**config.mk**
```make
export PLATFORM = sky130hd
export DESIGN_NAME = bft_ctrl
export DESIGN_NICKNAME = d
export VERILOG_FILES = /design/src/bft_pkg.sv /design/src/bft_ctrl.sv
export SDC_FILE = /design/constraint.sdc
export NUM_CORES = 1
export LEC_CHECK = 0
export ABC_AREA = 0
export ABC_CLOCK_PERIOD_IN_PS = 2520
export BUFFER_PORTS_ARGS = -buffer_cell sky130_fd_sc_hd__buf_4
export CAP_MARGIN = 25
export CORE_AREA = 8 8 45 47
export CTS_CLUSTER_SIZE = 40
export DETAILED_ROUTE_END_ITERATION = 6
export DIE_AREA = 0 0 53 55
export SLEW_MARGIN = 20
export SYNTH_ARGS = -nofsm -noshare
export SYNTH_HDL_FRONTEND = slang
export SYNTH_SLANG_ARGS = --single-unit
```
**constraint.sdc**
```tcl
create_clock -name clock -period 2.52 [get_ports clock]
set_input_delay 0.378 -clock clock [delete_from_list [all_inputs] [get_ports clock]]
set_output_delay 0.378 -clock clock [all_outputs]
set_load 0.05 [all_outputs]
```
**src/bft_pkg.sv**
```systemverilog
// Shared types, constants and command/status structs for the bigram frequency table.
package bft_pkg;

   localparam int ENTRIES_DEFAULT     = 128;
   localparam int COUNT_WIDTH_DEFAULT = 16;

   localparam int SAMPLE_W    = 16;
   localparam int IDX_W       = 7;
   localparam int SLOT_W      = 7;
   localparam int RSP_COUNT_W = 16;

   localparam logic OP_PUSH = 1'b0;
   localparam logic OP_READ = 1'b1;

   typedef struct packed {
      logic                       op;
      logic signed [SAMPLE_W-1:0] sample;
      logic [IDX_W-1:0]           index;
   } req_type;

   typedef struct packed {
      logic                       window_ready;
      logic                       hit;
      logic [SLOT_W-1:0]          slot;
      logic [RSP_COUNT_W-1:0]     count;
      logic                       entry_valid;
      logic signed [SAMPLE_W-1:0] entry_first;
      logic signed [SAMPLE_W-1:0] entry_second;
   } rsp_type;

   typedef enum logic [2:0] {
      ST_IDLE,
      ST_DECODE,
      ST_READ_RD,
      ST_READ_WAIT,
      ST_SCAN_RD,
      ST_SCAN_CMP,
      ST_MISS,
      ST_EMIT
   } state_type;

   typedef enum logic [2:0] {
      RES_HOLD,
      RES_ZERO,
      RES_READ_NONE,
      RES_READ_MEM,
      RES_HIT,
      RES_MISS
   } res_sel_type;

   typedef struct packed {
      logic        latch_req;
      logic        take_first;
      logic        start_scan;
      logic        start_read;
      logic        mem_read;
      logic        scan_next;
      logic        wr_hit;
      logic        wr_miss;
      res_sel_type res_sel;
      logic        load_rsp;
   } cmd_type;

   typedef struct packed {
      logic is_read;
      logic seen;
      logic read_valid;
      logic table_empty;
      logic match;
      logic scan_last;
      logic rsp_free;
   } status_type;

endpackage

```
**src/bft_ctrl.sv**
```systemverilog
// Controller state machine that sequences decode, slot read, table scan, update and result hand-off.
module bft_ctrl import bft_pkg::*; (
   input  logic       clock,
   input  logic       reset,
   input  logic       req_valid,
   output logic       req_ready,
   input  status_type status,
   output cmd_type    cmd
);

   state_type state_ff, state_in;

   always_ff @(posedge clock) begin
      if (reset) begin
         state_ff <= ST_IDLE;
      end else begin
         state_ff <= state_in;
      end
   end

   always_comb begin
      state_in  = state_ff;
      cmd       = '0;
      req_ready = 1'b0;

      case (state_ff)
         ST_IDLE: begin
            req_ready = 1'b1;
            if (req_valid) begin
               cmd.latch_req = 1'b1;
               state_in      = ST_DECODE;
            end
         end
         ST_DECODE: begin
            if (status.is_read) begin
               if (status.read_valid) begin
                  cmd.start_read = 1'b1;
                  state_in       = ST_READ_RD;
               end else begin
                  cmd.res_sel = RES_READ_NONE;
                  state_in    = ST_EMIT;
               end
            end else if (!status.seen) begin
               cmd.take_first = 1'b1;
               cmd.res_sel    = RES_ZERO;
               state_in       = ST_EMIT;
            end else begin
               cmd.start_scan = 1'b1;
               state_in       = status.table_empty ? ST_MISS : ST_SCAN_RD;
            end
         end
         ST_READ_RD: begin
            cmd.mem_read = 1'b1;
            state_in     = ST_READ_WAIT;
         end
         ST_READ_WAIT: begin
            cmd.res_sel = RES_READ_MEM;
            state_in    = ST_EMIT;
         end
         ST_SCAN_RD: begin
            cmd.mem_read = 1'b1;
            state_in     = ST_SCAN_CMP;
         end
         ST_SCAN_CMP: begin
            if (status.match) begin
               cmd.wr_hit  = 1'b1;
               cmd.res_sel = RES_HIT;
               state_in    = ST_EMIT;
            end else if (status.scan_last) begin
               state_in = ST_MISS;
            end else begin
               cmd.scan_next = 1'b1;
               state_in      = ST_SCAN_RD;
            end
         end
         ST_MISS: begin
            cmd.wr_miss = 1'b1;
            cmd.res_sel = RES_MISS;
            state_in    = ST_EMIT;
         end
         ST_EMIT: begin
            if (status.rsp_free) begin
               cmd.load_rsp = 1'b1;
               state_in     = ST_IDLE;
            end
         end
         default: begin
            state_in = ST_IDLE;
         end
      endcase
   end

endmodule

```
# After elaboration in Yosys (flattened, before gate mapping)
# Cells that the tools add are included.
# word_totals
reg_bits	3
latch_bits	0
mem_bits_rw	0
romBits	0
input_bits	10
out_inout_bits	13
elab_cells	45
memories	0
# classes
addsub	0
n_mul	0
div	0
magnitude_cmp	0
eq_ne	9
n_shift	0
n_mux	31
bitwise_logic	0
reduce_logical	4
# op_table
cell	n
$mux W3	7
$pmux W3 S7	1
$mux W1	15
$mux W2	7
$eq A3 B3 Y1 const B	4
$pmux W3 S4	1
$eq A3 B2 Y1 const B	2
$ne A2 B2 Y1 const B	2
$reduce_or A2 Y1	2
$eq A3 B1 Y1 const B	1
$logic_not A3 Y1	1
$reduce_and A2 Y1	1

# Longest topological paths before layout
# Gate-level depths: netlist (run 1).
# logic_depth
ltp_word	4
ltp_mapped	4
mapped_depth_nobuf	3

# Worst setup path before layout (run 1)
# No wires, ideal clock.
# synth_path
kind	register to output
start	register state_ff[0]
end	output cmd[11] (netlist name)
t_arrival_ps	2155
slack_ps	-13
stages_incl_launch_ff	4
n_path_buf	1
path_cell_list	dfxtp_1 > buf_2 > nor3_1 > and2_1
# synth_rtl
element	line	rtl
start, declared	bft_ctrl.sv:11	state_type state_ff, state_in;
start signal, assigned	bft_ctrl.sv:17	state_ff <= state_in;
end, declared	bft_ctrl.sv:8	output cmd_type cmd

==> results of run 1 <==
## layout make-up
class                   count  area, sq um  share of cell area
flip-flops and latches      3        60.06              0.1188
inverters                   5        21.27             0.04208
well taps                  16        20.02             0.03960
repair buffers             22        165.2              0.3267
multi-input cells          35        212.7              0.4208
clock buffers               4        26.28             0.05198
## power by group through the flow
stage	logic, W	clock network, W	registers (W)
2_1_floorplan	0.000238	0	0.0000708
3_3_place_gp	0.000273	0	0.000105
3_5_place_dp	0.000274	0	0.000105
4_1_cts	0.000274	0.0000893	0.000104
5_1_grt	0.000291	0.000100	0.000111
6_report	0.000271	0.0000850	0.000105
## critical path: stages, from the launching register on
cell and delay, ns:
dfxtp_1 0.57, nand2_1 0.15, nor3_1 0.21, or2_1 0.13, buf_4 0.19
## cell families (layout without fill, tap and decap cells)
kind of cell | after synthesis | in the layout | synth area share
and+or+nand+nor | 23 | 23 | 0.4040
AOI/OAI and AO/OA | 11 | 11 | 0.2320
xor gates and xnor gates | 1 | 1 | 0.02801
DFF | 3 | 3 | 0.1920
buffers and inverters | 8 | 31 | 0.1440
## stage by stage
step	instance area [sq um]	setup slack [ns]	util	std cells
floorplan	317.8	0.02906	-	46
global placement	479.2	0.9325	0.3463	81
detailed placement	479.2	0.8848	0.3463	81
CTS	505.5	0.6305	0.3653	85
global route	505.5	0.5070	0.3653	85
finish	505.5	0.6527	0.3653	85
## cell usage in the layout, fill, tap and decap left out
cell,synthesis,routed
xnor2_1,1,1
clkbuf_4,0,3
buf_4,1,22
and2b_2,1,1
inv_4,1,1
nor3_2,0,1
dfxtp_1,3,3
and2_1,1,1
nand3_1,2,2
o31a_1,1,1
inv_1,4,4
nor4_1,2,2
nand2_1,3,3
o21ai_1,2,2
or2b_2,1,1
a41oi_1,1,1
nand3b_1,1,1
nor3_1,3,2
o21ai_0,3,3
a311oi_1,1,1
o2111ai_1,1,1
a21oi_1,1,1
nand2b_1,1,1
nor3b_1,2,2
nor2_1,5,5
clkbuf_1,0,1
or2_1,1,1
a211oi_1,1,1
## synth_stat cells
library cell,number
a211oi_1,1
a21oi_1,1
a311oi_1,1
a41oi_1,1
and2_1,1
and2b_2,1
buf_2,1
buf_4,1
buf_6,1
dfxtp_1,3
inv_1,4
inv_4,1
nand2_1,3
nand2b_1,1
nand3_1,2
nand3b_1,1
nor2_1,5
nor3_1,3
nor3b_1,2
nor4_1,2
o2111ai_1,1
o21ai_0,3
o21ai_1,2
o31a_1,1
or2_1,1
or2b_2,1
xnor2_1,1
## final timing paths
kind | startpoint | to | slack [ns] | cells past startpoint
worst max-delay path | state_ff[2] | cmd[3] | 0.65 | 4
worst min-delay path | reset | state_ff[0] | 0.32 | 2
worst max register to register | state_ff[0] | state_ff[0] | 1.24 | 3
worst min register to register | state_ff[2] | state_ff[2] | 0.65 | 2
## routing by layer
layer | wire [um] | share of wire
met1 | 458 | 0.46
met2 | 387 | 0.39
met3 | 132 | 0.13
met4 | 24 | 0.024
met5 | 0 | 0
==> out/qor.csv, run 1 <==
stage;metric;value;unit
pwr;Sequential Power Share;0.227;
die;I/O pin cnt;23;
layout;Largest regs;state_ff x3;
global_routing;gr busiest metal;met2;
pwr;P_int;0.0002150;W
synthesis;mapped cell area;312.8;sq um
run;MaxCap Viol Count;0;
cts;Post-CTS Setup Inserts;0;
timing;setup TNS;0;ns
pwr;Pwr Density;912.3;nW/um^2
layout;Layout area overhead;61.60;%
layout;Biggest register;state_ff;
pwr;clock power share;0.184;
route;DR DRC count;0;
synthesis;dominant cells by area after synthesis;dfxtp_1, nor2_1, nor3_1;
worst_hold_path;Hold/Removal Path Class;in -> reg;
global_routing;overall routing resource usage;0.07474;
timing;Max-slew headroom;0.6635;
timing;measured slew at the worst slew-check pin;0.5041;ns
layout;ant diodes;0;
status;outcome;finished clean;
timing;Final setup viols;0;
synthesis;Seq/Total Area, Yosys;0.1920;
critical_path;critical path class;reg -> out;
synthesis;syn_nets;56;
cts;later-pin clock latency in the skew report;0.23;ns
cts;H-tree depth;1;
critical_path;WP data arrival;1.49;ns
global_routing;met1 Use GR;0.07867;
pwr;switch share;0.5339;
synthesis;cell taking the most area after synthesis;dfxtp_1;
pwr;combinational power share;0.588;
timing;Slew Viols, Final;0;
timing;Max Clock Freq;0.5355;GHz
layout;fillers;154;
cts;post_cts resized;0;
synthesis;Syn. warnings;0;
pwr;leakage;0.2349;nW
route;routed len/inst;11.80;um
layout;Nets;80;
die;Starting Density;0.2260;
cts;CTS root buffer;clkbuf_4;
timing;period utilization;0.7410;
route;vias per inst;4.671;
pwr;total power draw;0.0004611;W
critical_path;Worst Path Required;2.14;ns
critical_path;CP max FO;10;
timing;clock skew;0.004556;ns
layout;share of layout cells above drive strength 1;0.4203;
die;die width;53;um
pwr;Net Switching;0.0002462;W
placed_design;GP Congestion;0.8109;
cts;CTS Buffer Depth;2;
die;# rows;14;
cts;# clock sinks;3;
global_routing;initial antenna violation count;0;
global_routing;vias in the first global route;385;
route;DR vias;397;
timing;RSZ-0062 raised after global routing;no;
critical_path;crit end category;output pin;
cts;Hold Buf Count CTS;0;
die;die area;2915;sq um
route;final WL;1003;um
global_routing;global-route wire length before repair;1559;um
timing;Fin. Hold Viols;0;
route;initial drt markers;3;
synthesis;flops & latches, synth;3;
timing;Hold WS;0.3173;ns
die;total core area;1384;sq um
cts;Num CTS Buffers;3;
global_routing;largest net degree at the start of global routing;16;
cts;CTS tree;built;
cts;Clock transition at path regs;0.04;ns
route;antenna viol nets, final;0;
synthesis;Yosys cell types;27;
placed_design;# port buffers;22;
timing;Final Critical Period;1.867;ns
synthesis;area share of the largest cell type after synthesis;0.1920;
global_routing;met2 usage;0.09570;
route;Initial DRT Pass Iterations;4;
synthesis;Post-Syn Area per Cell;6.800;sq um
layout;max FFs per register;3;
synthesis;Post-Syn Instances;46;
placed_design;post-DP HPWL;793.6;um
die;Die Y;55;um
global_routing;met3 Usage GRT;0.04813;
pwr;Peak supply drop;0.0003337;V
global_routing;gr ovfl total;0;
critical_path;crit start category;flip-flop;
Note: power is estimated with default switching activity, not from simulation.
==> run 2: changes to the inputs <==
ABC_CLOCK_PERIOD_IN_PS = 1700   (was 2520)
clock period = 1.7 ns   (was 2.52 ns; I/O delays follow)
==> run 2 against run 1 <==
Compared with the run above: setup slack worse by 0.53 ns; critical path depth grew 1; global-route usage increased by 0.66 points; highest routed layer unchanged; critical endpoint unchanged; via count rose by 3.5%; non-clock buffer count is 1 higher.
==> out/qor.csv, run 2 (synthesis results as in run 1) <==
stage;metric;value;unit;change
critical_path;R2R Path Start;state_ff[0];;
pwr;leakage;0.2462;nW;+4.8%
cts;H-tree depth;1;;unchanged
cts;Num CTS Buffers;3;;unchanged
die;Die Y;55;um;unchanged
route;Initial DRT Pass Iterations;4;;unchanged
timing;Final Critical Period;1.578;ns;
timing;Slew Viols, Final;0;;unchanged
layout;commonest non-fill, non-tap cell in the layout;buf_4;;
route;routed len/inst;12.14;um;+2.9%
pwr;total power draw;0.0007101;W;+54%
timing;Max Clock Freq;0.6336;GHz;
status;outcome;finished clean;;
timing;RSZ-0062 raised after global routing;no;;
layout;fillers;157;;+1.9%
timing;Fin. Hold Viols;0;;unchanged
pwr;P_int;0.0003307;W;+54%
critical_path;slowest cell on the critical path;dfxtp_1;;
die;# rows;14;;unchanged
cts;Clock transition at path regs;0.04;ns;about the same
die;die width;53;um;unchanged
critical_path;Top delay family on crit path;buffers and inverters;;
critical_path;worst-path cell chain;buf_4 > nand3b_1 > inv_1 > or2_1 > buf_4;;
layout;ant diodes;0;;unchanged
layout;most frequent cells in the layout;buf_4, nor2_1, inv_1;;
die;I/O pin cnt;23;;unchanged
critical_path;critical path class;reg -> out;;
cts;CTS Buffer Depth;2;;unchanged
pwr;Peak supply drop;0.0004530;V;+36%
global_routing;global-route wire length before repair;1800;um;+15%
route;DR vias;411;;+3.5%
timing;clock skew;0.01218;ns;+0.007625 ns
layout;Layout area overhead;71.60;%;
run;MaxCap Viol Count;0;;unchanged
layout;fin util;0.3879;;+0.02260
pwr;combinational power share;0.601;;+0.013
timing;Final setup viols;0;;unchanged
pwr;Sequential Power Share;0.213;;-0.014
critical_path;worst path bufs/invs;3;;+2
die;total core area;1384;sq um;unchanged
critical_path;Critical R2R Capture;state_ff[0];;
placed_design;Inst Count DP;82;;+1.2%
route;initial drt markers;10;;+7
layout;max FFs per register;3;;unchanged
route;antenna viol nets, final;0;;unchanged
global_routing;initial antenna violation count;0;;unchanged
pwr;Pwr Density;1323;nW/um^2;+45%
timing;period utilization;0.9285;;
route;final WL;1044;um;+4.1%
global_routing;vias in the first global route;423;;+9.9%
cts;CTS root buffer;clkbuf_4;;
placed_design;# port buffers;22;;unchanged
placed_design;post-DP HPWL;840.6;um;+5.9%
route;vias per inst;4.779;;+2.3%
layout;Largest regs;state_ff x3;;
layout;fin cells;86;;+1.2%
critical_path;R2R Setup Slk;0.50;ns;-0.74 ns
die;die area;2915;sq um;unchanged
worst_hold_path;Hold Startpoint;reset;;
layout;Biggest register;state_ff;;
critical_path;WP data arrival;1.32;ns;-0.17 ns
pwr;clock power share;0.185;;about the same
cts;CTS tree;built;;
timing;Max-slew headroom;0.7841;;+0.1206
layout;share of layout cells above drive strength 1;0.5143;;+0.09400
critical_path;Worst Path Required;1.44;ns;-0.70 ns
worst_hold_path;hold path depth;2;;unchanged
global_routing;largest net degree at the start of global routing;16;;unchanged
die;Starting Density;0.2260;;unchanged
critical_path;crit start category;flip-flop;;
critical_path;crit end category;output pin;;
pwr;switch share;0.5343;;about the same
pwr;Net Switching;0.0003794;W;+54%
critical_path;cell mode on critical path;buf_4;;
layout;Nets;81;;+1.3%
cts;later-pin clock latency in the skew report;0.24;ns;about the same
worst_hold_path;Worst Hold End;state_ff[1];;
critical_path;Reg2Reg Depth;3;;unchanged
route;DR DRC count;0;;unchanged
placed_design;GP Congestion;0.7469;;-7.9%
global_routing;gr ovfl total;0;;unchanged
critical_path;slowest cell delay on critical path;0.35;ns;-0.22 ns
global_routing;overall routing resource usage;0.08133;;+0.006591
cts;Hold Buf Count CTS;0;;unchanged
timing;measured slew at the worst slew-check pin;0.3209;ns;-0.1832 ns
cts;# clock sinks;3;;unchanged
critical_path;CP max FO;7;;-3
worst_hold_path;Hold/Removal Path Class;in -> reg;;
-- run 2: routing by layer --
| layer | track usage | wire, um |
|---|---|---|
| met4 | 0.06466 | 34 |
| met5 | 0 | 0 |
| met1 | 0.09242 | 454 |
| met2 | 0.1191 | 430 |
| met3 | 0.03209 | 124 |
-- run 2: stage by stage --
step / setup TNS (ns) / cell area, sq um / setup WS, ns / hold slack, ns
floorplan: -0.5067 / 339.1 / -0.2375 / 0.3271
global placement: 0 / 508.0 / 0.2672 / 0.4443
detailed placement: 0 / 508.0 / 0.2596 / 0.4436
CTS: 0 / 534.3 / 0.01265 / 0.1951
global route: 0 / 536.8 / 0.05333 / 0.1896
finish: 0 / 536.8 / 0.1216 / 0.1853
-- run 2: power by group through the flow --
| stage | logic [W] | clock network, W | registers, W |
|---|---|---|---|
| 2_1_floorplan | 0.000361 | 0 | 0.000106 |
| 3_3_place_gp | 0.000427 | 0 | 0.000148 |
| 3_5_place_dp | 0.000430 | 0 | 0.000149 |
| 4_1_cts | 0.000430 | 0.000133 | 0.000147 |
| 5_1_grt | 0.000461 | 0.000145 | 0.000158 |
| 6_report | 0.000427 | 0.000131 | 0.000152 |
-- run 2: what timing repair did --
action                     in CTS  in global routing
setup endpoints to repair       0                  9
buffers inserted                0                  0
resized for setup               0                  2
-- run 2: worst register-to-register path: stages (launching register included) --
cell      delay, ns
dfxtp_2        0.44
nor3b_1        0.26
nand3_1        0.11
a311oi_1       0.28
-- run 2: worst max path at each step --
stage | startpoint | end | slack, ns | cells after the start
3_3_place_gp | state_ff[0] | cmd[3] | 0.27 | 4
2_1_floorplan | state_ff[0] | cmd[11] | -0.24 | 3
4_1_cts | state_ff[1] | cmd[3] | 0.01 | 4
3_5_place_dp | state_ff[0] | cmd[3] | 0.26 | 4
5_1_grt | state_ff[2] | cmd[3] | 0.05 | 5
6_report | state_ff[2] | cmd[3] | 0.12 | 5
-- run 2: final cells by class --
cell class | instances | area, sq um | share of cell area
clock buffer | 4 | 26.28 | 0.04895
multi-input combinational | 35 | 234.0 | 0.4359
timing repair buffer | 23 | 172.7 | 0.3217
tap | 16 | 20.02 | 0.03730
sequential | 3 | 62.56 | 0.1166
inverter | 5 | 21.27 | 0.03963
